$ cat config.mk
export PLATFORM = sky130hd
export DESIGN_NAME = first_best_fit_partition_allocator_flat
export DESIGN_NICKNAME = d
export VERILOG_FILES = /design/src/sv/fbfpa_pkg.sv /design/src/sv/fbfpa_if.sv /design/src/sv/first_best_fit_partition_allocator.sv /design/src/flat_wrapper.sv
export SDC_FILE = /design/constraint.sdc
export NUM_CORES = 1
export LEC_CHECK = 0
export BUFFER_PORTS_ARGS = -buffer_cell sky130_fd_sc_hd__buf_2
export CAP_MARGIN = 40
export CORE_UTILIZATION = 66
export DETAILED_ROUTE_END_ITERATION = 7
export GPL_TIMING_DRIVEN = 0
export PLACE_DENSITY_LB_ADDON = 0.3
export SETUP_SLACK_MARGIN = 0.02
export SLEW_MARGIN = 10
export SYNTH_ARGS = -nofsm -noshare
export SYNTH_HDL_FRONTEND = slang
export SYNTH_SLANG_ARGS = --single-unit
$ cat constraint.sdc
create_clock -name clk -period 8 [get_ports clk]
set_clock_uncertainty 0.2 [all_clocks]
set_input_delay 0.8 -clock clk [delete_from_list [all_inputs] [get_ports clk]]
set_output_delay 0.8 -clock clk [all_outputs]
set_load 0.01 [all_outputs]
$ cat src/sv/fbfpa_pkg.sv
// Shared constants and codes for the first/best fit partition allocator.
`default_nettype none
package fbfpa_pkg;

  // Item field widths
  localparam int unsigned MODE_W       = 1;
  localparam int unsigned IDX_FIELD_W  = 4;
  localparam int unsigned SIZE_FIELD_W = 16;

  // Configuration port
  localparam int unsigned CFG_INDEX_W = 1;
  localparam int unsigned CFG_DATA_W  = 5;

  localparam logic [CFG_INDEX_W-1:0] REG_FIT_POLICY  = 1'd0;
  localparam logic [CFG_INDEX_W-1:0] REG_BLOCK_COUNT = 1'd1;

  localparam logic [CFG_DATA_W-1:0] BLOCK_COUNT_RST = 5'd16;

  // Item modes
  localparam logic [MODE_W-1:0] MODE_LOAD  = 1'b0;
  localparam logic [MODE_W-1:0] MODE_ALLOC = 1'b1;

  // Fit policies
  localparam logic POLICY_FIRST = 1'b0;
  localparam logic POLICY_BEST  = 1'b1;

  // Parameter defaults
  localparam int unsigned BLOCKS_DEF    = 16;
  localparam int unsigned SIZE_BITS_DEF = 16;

endpackage
`default_nettype wire

$ cat src/sv/fbfpa_if.sv
// Valid/ready channel interfaces for allocator requests and results.
`default_nettype none
interface fbfpa_in_if;
  import fbfpa_pkg::*;

  logic                    valid;
  logic                    ready;
  logic [MODE_W-1:0]       mode;
  logic [IDX_FIELD_W-1:0]  block_index;
  logic [SIZE_FIELD_W-1:0] size_kb;

  modport source (output valid, mode, block_index, size_kb, input ready);
  modport sink   (input valid, mode, block_index, size_kb, output ready);
endinterface

interface fbfpa_out_if;
  import fbfpa_pkg::*;

  logic                    valid;
  logic                    ready;
  logic                    granted;
  logic [IDX_FIELD_W-1:0]  chosen_block;
  logic [SIZE_FIELD_W-1:0] remaining_kb;

  modport source (output valid, granted, chosen_block, remaining_kb, input ready);
  modport sink   (input valid, granted, chosen_block, remaining_kb, output ready);
endinterface
`default_nettype wire

$ cat src/sv/first_best_fit_partition_allocator.sv
// Load request: table entry written at the accept edge if block_index < BLOCKS, no result.
// Alloc request: N = min(block_count, BLOCKS) entries, one read and compared per cycle;
//   the result is loaded once the result register is free, then the sequencer goes idle.
//   Requests are taken whenever the sequencer is idle, even while a result waits.
// Reset (rst, synchronous): fit_policy = first fit, block_count = 16, no result
//   pending; the free-size table is not cleared and must be loaded before use.
`default_nettype none
module first_best_fit_partition_allocator #(
  parameter int unsigned BLOCKS    = fbfpa_pkg::BLOCKS_DEF,
  parameter int unsigned SIZE_BITS = fbfpa_pkg::SIZE_BITS_DEF
) (
  input  wire logic                               clk,
  input  wire logic                               rst,
  input  wire logic                               cfg_we,
  input  wire logic [fbfpa_pkg::CFG_INDEX_W-1:0]  cfg_index,
  input  wire logic [fbfpa_pkg::CFG_DATA_W-1:0]   cfg_wdata,
  fbfpa_in_if.sink                                req,
  fbfpa_out_if.source                             rsp
);
  import fbfpa_pkg::*;

  localparam int unsigned IDX_W = (BLOCKS > 1) ? $clog2(BLOCKS) : 1;
  localparam int unsigned CNT_W = $clog2(BLOCKS + 1);

  localparam logic [1:0] S_IDLE  = 2'd0;
  localparam logic [1:0] S_SCAN  = 2'd1;
  localparam logic [1:0] S_WRITE = 2'd2;
  localparam logic [1:0] S_DONE  = 2'd3;

  logic [1:0]            state;
  logic                  fit_policy;
  logic [CFG_DATA_W-1:0] block_count;

  logic [SIZE_BITS-1:0]  mem [BLOCKS];
  logic [SIZE_BITS-1:0]  rd_data;

  logic [SIZE_BITS-1:0]  req_size;
  logic [CNT_W-1:0]      used;
  logic [CNT_W-1:0]      iss;
  logic                  pend;
  logic [IDX_W-1:0]      pend_idx;
  logic                  found;
  logic [IDX_W-1:0]      pick;
  logic [SIZE_BITS-1:0]  best_size;
  logic [SIZE_BITS-1:0]  rem;

  logic                    rsp_valid;
  logic                    rsp_granted;
  logic [IDX_FIELD_W-1:0]  rsp_chosen;
  logic [SIZE_FIELD_W-1:0] rsp_remaining;

  logic                  accept;
  logic [31:0]           size_wide;
  logic [31:0]           idx_wide;
  logic [31:0]           bc_wide;
  logic [31:0]           used_wide;
  logic                  load_hit;
  logic                  issue;
  logic                  take;
  logic [SIZE_BITS-1:0]  diff;
  logic                  mem_we;
  logic [IDX_W-1:0]      mem_waddr;
  logic [SIZE_BITS-1:0]  mem_wdata;
  logic [31:0]           rem_wide;
  logic [31:0]           pick_wide;
  logic                  out_free;

  assign req.ready = (state == S_IDLE);
  assign accept    = req.valid && req.ready;

  assign size_wide = 32'(req.size_kb);
  assign idx_wide  = 32'(req.block_index);
  assign bc_wide   = 32'(block_count);
  assign used_wide = (bc_wide > BLOCKS) ? BLOCKS : bc_wide;
  assign load_hit  = idx_wide < BLOCKS;

  assign issue = (state == S_SCAN) && (iss < used);

  // Shared compare unit: covers the request, and beats the current pick under best fit.
  assign take = pend && (rd_data >= req_size) &&
                (!found || ((fit_policy == POLICY_BEST) && (rd_data < best_size)));

  assign diff = best_size - req_size;

  always_comb begin
    mem_we    = 1'b0;
    mem_waddr = idx_wide[IDX_W-1:0];
    mem_wdata = size_wide[SIZE_BITS-1:0];
    if (state == S_WRITE) begin
      mem_we    = found;
      mem_waddr = pick;
      mem_wdata = diff;
    end else if (accept && (req.mode == MODE_LOAD) && load_hit) begin
      mem_we = 1'b1;
    end
  end

  // Free-size table: one write port, one registered read port
  always_ff @(posedge clk) begin
    if (mem_we) begin
      mem[mem_waddr] <= mem_wdata;
    end
    if (issue) begin
      rd_data <= mem[iss[IDX_W-1:0]];
    end
  end

  always_ff @(posedge clk) begin
    if (rst) begin
      fit_policy  <= POLICY_FIRST;
      block_count <= BLOCK_COUNT_RST;
    end else if (cfg_we) begin
      unique case (cfg_index)
        REG_FIT_POLICY:  fit_policy  <= cfg_wdata[0];
        REG_BLOCK_COUNT: block_count <= cfg_wdata;
      endcase
    end
  end

  assign rem_wide  = 32'(rem);
  assign pick_wide = 32'(pick);
  assign out_free  = !rsp_valid || rsp.ready;

  // Sequencer
  always_ff @(posedge clk) begin
    if (rst) begin
      state     <= S_IDLE;
      pend      <= 1'b0;
      found     <= 1'b0;
      rsp_valid <= 1'b0;
    end else begin
      // in S_DONE the result register is reloaded below instead
      if (rsp_valid && rsp.ready && (state != S_DONE)) begin
        rsp_valid <= 1'b0;
      end
      unique case (state)
        S_IDLE: begin
          if (accept && (req.mode == MODE_ALLOC)) begin
            req_size <= size_wide[SIZE_BITS-1:0];
            used     <= used_wide[CNT_W-1:0];
            iss      <= '0;
            pend     <= 1'b0;
            found    <= 1'b0;
            state    <= (used_wide == 32'd0) ? S_DONE : S_SCAN;
          end
        end
        S_SCAN: begin
          pend     <= issue;
          pend_idx <= iss[IDX_W-1:0];
          if (issue) begin
            iss <= iss + 1'b1;
          end
          if (take) begin
            found     <= 1'b1;
            pick      <= pend_idx;
            best_size <= rd_data;
          end
          // last compare happens in this cycle
          if (!issue && pend) begin
            state <= S_WRITE;
          end
        end
        S_WRITE: begin
          rem   <= diff;
          state <= S_DONE;
        end
        S_DONE: begin
          if (out_free) begin
            rsp_valid     <= 1'b1;
            rsp_granted   <= found;
            rsp_chosen    <= found ? pick_wide[IDX_FIELD_W-1:0] : '0;
            rsp_remaining <= found ? rem_wide[SIZE_FIELD_W-1:0] : '0;
            state         <= S_IDLE;
          end
        end
      endcase
    end
  end

  assign rsp.valid        = rsp_valid;
  assign rsp.granted      = rsp_granted;
  assign rsp.chosen_block = rsp_chosen;
  assign rsp.remaining_kb = rsp_remaining;

  // Assertions
  a_not_granted_zero: assert property (@(posedge clk) disable iff (rst)
    (rsp.valid && !rsp.granted) |-> (rsp.chosen_block == '0 && rsp.remaining_kb == '0))
    else $error("non-granted result carries nonzero fields");

  a_pick_covers: assert property (@(posedge clk) disable iff (rst)
    ((state == S_SCAN || state == S_WRITE) && found) |-> (best_size >= req_size))
    else $error("picked block does not cover the request");

  a_pick_in_use: assert property (@(posedge clk) disable iff (rst)
    (state == S_WRITE && found) |-> (CNT_W'(pick) < used))
    else $error("picked block outside the blocks in use");

  a_scan_bound: assert property (@(posedge clk) disable iff (rst)
    (state == S_SCAN) |-> (iss <= used))
    else $error("scan counter ran past block count");

endmodule
`default_nettype wire
$ cat src/flat_wrapper.sv
// flat-port wrapper written by rule: the top's interface ports become plain ports
module first_best_fit_partition_allocator_flat import fbfpa_pkg::*;
#(
  parameter int unsigned BLOCKS    = fbfpa_pkg::BLOCKS_DEF,
  parameter int unsigned SIZE_BITS = fbfpa_pkg::SIZE_BITS_DEF
)
  (clk, rst, cfg_we, cfg_index, cfg_wdata, req_valid, req_mode, req_block_index, req_size_kb, req_ready, rsp_valid, rsp_granted, rsp_chosen_block, rsp_remaining_kb, rsp_ready);
  fbfpa_in_if req_i ();
  fbfpa_out_if rsp_i ();
  input  wire logic clk;
  input  wire logic rst;
  input  wire logic cfg_we;
  input  wire logic [fbfpa_pkg::CFG_INDEX_W-1:0] cfg_index;
  input  wire logic [fbfpa_pkg::CFG_DATA_W-1:0] cfg_wdata;
  input wire logic [$bits(req_i.valid)-1:0] req_valid;
  input wire logic [$bits(req_i.mode)-1:0] req_mode;
  input wire logic [$bits(req_i.block_index)-1:0] req_block_index;
  input wire logic [$bits(req_i.size_kb)-1:0] req_size_kb;
  output wire logic [$bits(req_i.ready)-1:0] req_ready;
  output wire logic [$bits(rsp_i.valid)-1:0] rsp_valid;
  output wire logic [$bits(rsp_i.granted)-1:0] rsp_granted;
  output wire logic [$bits(rsp_i.chosen_block)-1:0] rsp_chosen_block;
  output wire logic [$bits(rsp_i.remaining_kb)-1:0] rsp_remaining_kb;
  input wire logic [$bits(rsp_i.ready)-1:0] rsp_ready;
  assign req_i.valid = req_valid;
  assign req_i.mode = req_mode;
  assign req_i.block_index = req_block_index;
  assign req_i.size_kb = req_size_kb;
  assign req_ready = req_i.ready;
  assign rsp_valid = rsp_i.valid;
  assign rsp_granted = rsp_i.granted;
  assign rsp_chosen_block = rsp_i.chosen_block;
  assign rsp_remaining_kb = rsp_i.remaining_kb;
  assign rsp_i.ready = rsp_ready;
  first_best_fit_partition_allocator #(.BLOCKS(BLOCKS), .SIZE_BITS(SIZE_BITS)) u_core (.clk(clk), .rst(rst), .cfg_we(cfg_we), .cfg_index(cfg_index), .cfg_wdata(cfg_wdata), .req(req_i), .rsp(rsp_i));
endmodule
Word level (Yosys, flattened, before mapping)
Memories as Yosys holds them, arrays and structs flattened. A register that Yosys moved wholly into a read port is not among the register bits.
Cells that the tools add are included.
- bits in registers: 98
- bits in writable memories: 256
- bits of input ports: 32
- output and inout port bits: 23
- memories: 1
- memory list (memory ; words ; bits a word ; read ports ; clocked after memory_dff ; wr ports ; line ; text):
    u_core.mem ; 16 ; 16 ; 1 ; 1 ; 1 ; first_best_fit_partition_allocator.sv:34 ; logic [SIZE_BITS-1:0] mem [BLOCKS];
- $add $sub $neg: 2
- magnitude comparators: 5
- equality and inequality tests: 9
- mux-type cells: 22
- bitwise logic cells: 3
- reduce and logical (&&, ||, !) cells: 30
- operators with widths (kind ; count):
    $logic_not 32->1 ; 1
    $ge 16x16->1 ; 1
    $lt 16x16->1 ; 1
    $mux 16 ; 1
    $sub 16x16->16 ; 1
    $mux 5 ; 3
    $reduce_and 3->1 ; 5
    $logic_and 1x1->1 ; 11
    $pmux 5 s2 ; 1
    $reduce_and 2->1 ; 5
    $mux 1 ; 9
    $mux 2 ; 4
    $pmux 2 s4 ; 1
    $ne 2x1->1 const B ; 3
    $ne 2x2->1 const B ; 3
    $add 5x1->5 const B ; 1
    $gt 5x5->1 const B ; 1
    $lt 4x5->1 const B ; 1
    $lt 5x5->1 ; 1
    $eq 2x2->1 const B ; 2
    $mux 4 ; 1
    $pmux 1 s2 ; 2
    $reduce_and 4->1 ; 1
    $logic_not 1->1 ; 3
    5 further kinds ; 8

Depth between registers and ports, before layout
- depth in word-level cells: 8
- depth in mapped cells: 9
- depth with buffers taken out: 9

Worst setup path before layout
OpenSTA, ideal clock, no wires.
- kind: flip-flop to flip-flop
- start point: register u_core.rd_data[2] (read register of u_core.mem)
- end point: register u_core.best_size[0] (enable)
- library setup time: 0.448 ns
- arrival: 3.450 ns
- data required time: 7.352 ns
- slack: 3.902 ns
- cell stages (with the launch flop): 8
- buffers on the path: 0
- period minus slack after synthesis: 4.098 ns
- path through: edfxtp_1 > ha_1 > a211oi_1 > o21ai_1 > a211oi_1 > nor4_1 > o21a_1 > nor4_1
- cells in the longest elaborated chain, start to end: 5
- elaborated cells on any way between the ends: 7
- RTL lines (item ; line ; text):
    start, declared ; first_best_fit_partition_allocator.sv:35 ; logic [SIZE_BITS-1:0] rd_data;
    $lt 16x16->1 ; first_best_fit_partition_allocator.sv:81 ; (!found || ((fit_policy == POLICY_BEST) && (rd_data < best_size)));
    $logic_and 1x1->1 ; first_best_fit_partition_allocator.sv:81 ;
    $logic_or 1x1->1 ; first_best_fit_partition_allocator.sv:81 ;
    $logic_and 1x1->1 * ; first_best_fit_partition_allocator.sv:80 ; assign take = pend && (rd_data >= req_size) &&
    $reduce_and 3->1 (no source line) * ; - ;
    end signal, assigned ; first_best_fit_partition_allocator.sv:156 ; best_size <= rd_data;
    end, declared ; first_best_fit_partition_allocator.sv:44 ; logic [SIZE_BITS-1:0] best_size;
Every way passes the cells marked *; elsewhere a longest branch is shown, timed or not.
A chain may end at the register's enable or synchronous reset.

Worst setup path in the final report
- start point: register u_core.rd_data[9] (read register of u_core.mem)
- end point: register u_core.best_size[8] (enable)
Same word-level chain as after synthesis.

==> results.json <==
{
  "status": "completed",
  "use_met3_pct": 5.11,
  "period_share_pct": 42.2,
  "numClockSinks": 370,
  "yosys_register_bits": 370,
  "period_minus_slack_ns": 3.38,
  "endpoint_kind": "flop",
  "cts_buffer_depth": 3,
  "fmaxAchievable_mhz": 296,
  "whs_ns": 0.217,
  "grt_use_total_pct": 30.4,
  "peakVddDrop_mv": 0.209,
  "async_flop_share_pct": 0,
  "multi_input_area_um2": 4290,
  "hold_path_depth": 0,
  "drc_errors": 0,
  "cts_buffers": 36,
  "grt_max_degree": 17,
  "drt_iter0_markers": 913,
  "utilization_pct": 77.6,
  "critPathRequiredTime_ns": 8.03,
  "vias": 8512,
  "cp_cell_sequence": "ha_1 > a211oi_1 > o21bai_1 > a21oi_1 > o21ai_0 > o21a_1 > nor4_2 > buf_4 > buf_4 > buf_4",
  "cts-resized-gates": 0,
  "nFillCells": 1248,
  "placementRows": 55,
  "drv_slew": 0,
  "max_stage_delay_ns": 0.54,
  "core_um2": 22800,
  "hold_start": "u_core.pend_idx[0]",
  "min_to": "u_core.pick[0]",
  "syn_avg_cell_area_um2": 18.1,
  "layout-drive-gt1-share_pct": 25.9,
  "place.gp.congestion": 0.859,
  "htreeDepth": 2,
  "final_cells": 1312,
  "crit_path_frequent_cell": "buf_4",
  "syn_nets": 946,
  "worst_path_max_delay_cell": "nor4_2",
  "total_power_mw": 4.73,
  "synth_cells": 858,
  "r2r-end": "u_core.best_size[8]",
  "ys_warn_count": 0,
  "r2r-start": "u_core.rd_data[9]",
  "crit_start": "u_core.rd_data[9]",
  "synthTopCellsByArea": "edfxtp_1 69%, mux4_2 12%, ha_1 4.4%",
  "max_slew.worst_pin.slew_ns": 0.929,
  "crit_type": "reg -> reg",
  "cts_setup_buffers": 0,
  "max-slew-margin-rel_pct": 37.7,
  "synth_top_cell_area_share_pct": 69.3,
  "synth.yosys.seq_area_share_pct": 70.7,
  "grt-busiest-layer": "met2",
  "syn2layout_area_growth_pct": 13.9,
  "p_leak_nw": 6.14,
  "yosysTopAreaCell": "edfxtp_1",
  "cts_tree": "done",
  "placed_cells": 1247,
  "diodes": 0,
  "critPathArrivalTime_ns": 3.40,
  "grt_pass1_wl_um": 52300,
  "synth_edf_count": 359,
  "worst-path-max-fanout": 7,
  "rsz0062_at_grt": "no",
  "syn-cell-area_um2": 15600,
  "seq_area_um2": 11000,
  "ant_nets": 0,
  "grt_remaining_overflow": 0,
  "cts_hold_buf": 0,
  "drt-total-wl_um": 35000,
  "timing.setup.tns_ns": 0,
  "routed_via_density": 6.49,
  "die_w_um": 156,
  "met1_usage_pct": 39.7,
  "reg2reg_slack_ns": 4.62,
  "hold_class": "reg -> reg",
  "clock-root-buffer": "clkbuf_16",
  "synth.distinct_cells": 61,
  "floorplan.initialDensity_pct": 68.1,
  "ios": 55,
  "reg2reg_depth": 10,
  "final_nets": 1060,
  "portBuffers": 53,
  "hpwlAfterDp_um": 23600,
  "synth-main-ff-cell": "edfxtp_1",
  "clock_latency_ns": 0.53,
  "pwr_density_cell_nw_per_um2": 267,
  "maxCapViolations": 0,
  "die-area_um2": 24200,
  "dr.pass1.iters": 5,
  "hold_viol": 0,
  "use_met2_pct": 51.5,
  "clk_pin_slew_ns": 0.06,
  "grt_pass1_vias": 8616,
  "wl_per_cell_um": 26.7,
  "die_height_um": 156,
  "cp-start-kind": "flop",
  "setup_viol": 0,
  "antenna_found_initial": 0
}
[Yosys cell counts, types with 3 or more instances]
| cell type | instances |
|---|---|
| a21o_1 | 10 |
| ha_1 | 55 |
| inv_1 | 46 |
| o21ai_0 | 12 |
| a211oi_1 | 6 |
| o21ai_1 | 4 |
| nor3_1 | 7 |
| dfxtp_1 | 11 |
| a31oi_1 | 4 |
| buf_4 | 4 |
| mux2_2 | 14 |
| and2_1 | 21 |
| nor2b_1 | 10 |
| mux2i_1 | 3 |
| nand3_1 | 12 |
| xnor2_1 | 8 |
| a21oi_1 | 24 |
| nor2_1 | 43 |
| o21a_1 | 8 |
| nand2_1 | 29 |
| buf_1 | 4 |
| buf_2 | 5 |
| xor2_1 | 6 |
| mux4_2 | 80 |
| edfxtp_1 | 359 |
| or4_1 | 3 |
| nand4_1 | 3 |
| o31ai_1 | 6 |
| nor4_1 | 4 |
| clkbuf_1 | 13 |
| nand2b_1 | 5 |
[critical path, delay by kind of cell (launching register included)]
kind / cells / cell delay (ns)
compound gates: 5 / 0.98
buf+inv: 3 / 0.61
simple gates: 1 / 0.54
flops: 1 / 0.43
fa+ha+maj: 1 / 0.32
[registers in the layout (all words and copies together) (netlist names), 2 cells and up]
name	cells
u_core.mem	256
u_core.best_size	16
u_core.rd_data	16
u_core.rem	16
u_core.req_size	16
u_core.rsp.remaining_kb	16
u_core.block_count	5
u_core.iss	5
u_core.used	5
u_core.pend_idx	4
u_core.pick	4
u_core.rsp.chosen_block	4
u_core.state	2
[cells in the final DEF (no fill, tap or decap), drive strengths merged, types with 15 or more instances in the layout]
master / netlist / routed
a21oi: 24 / 24
ha: 55 / 55
mux2: 15 / 15
nor2: 43 / 43
mux4: 80 / 80
inv: 47 / 49
nand2: 29 / 29
o21ai: 16 / 16
edfxtp: 359 / 359
buf: 15 / 91
and2: 21 / 21
clkbuf: 14 / 62
[report_power, final]
part / switching, mW / internal [mW]
combinational: 0.445 / 0.335
sequential: 0.0424 / 2.26
clock: 0.702 / 0.952
[area by class of cell]
class / instances / share of cell area, %
Buffer: 29 / 0.876
Clock buffer: 48 / 5.46
Clock inverter: 17 / 0.932
Inverter: 47 / 0.996
Multi-Input combinational cell: 412 / 24.2
Sequential cell: 370 / 62.1
Tap cell: 313 / 2.21
Timing Repair Buffer: 76 / 3.23
[routing by layer]
metal | up-vias | share of wire, %
met3 | 102 | 8.6
met1 | 4287 | 37
li1 | 3643 | -
met4 | 0 | 4.0
met5 | - | 0
met2 | 480 | 51
[how the worst max path moves through the flow]
| stage | cells after the start | end | slack, ns |
|---|---|---|---|
| after floorplan | 7 | u_core.best_size[0] | 3.90 |
| after global placement | 7 | u_core.best_size[8] | 2.44 |
| after detailed placement | 6 | u_core.mem[12][11] | 4.67 |
| after CTS | 10 | u_core.best_size[8] | 4.66 |
| after global routing | 10 | u_core.best_size[14] | 4.46 |
| final | 10 | u_core.best_size[8] | 4.62 |
[cell families after synthesis]
family | after synthesis | synth area share (%)
fa+ha+maj | 56 | 4.55
xor+xnor | 14 | 0.788
simple gates | 149 | 4.87
buf+inv | 76 | 2.13
compound gates | 95 | 4.07
mux | 98 | 12.9
flops | 370 | 70.7
[per-stage QoR]
stage                     area [um^2]  worst slack (ns)
after floorplan                 15600              3.90
after detailed placement        16600              4.67
after global routing            17700              4.46
final                           17700              4.62
after CTS                       17700              4.66
after global placement          16200              2.44
(Power assumes the default switching activity.)
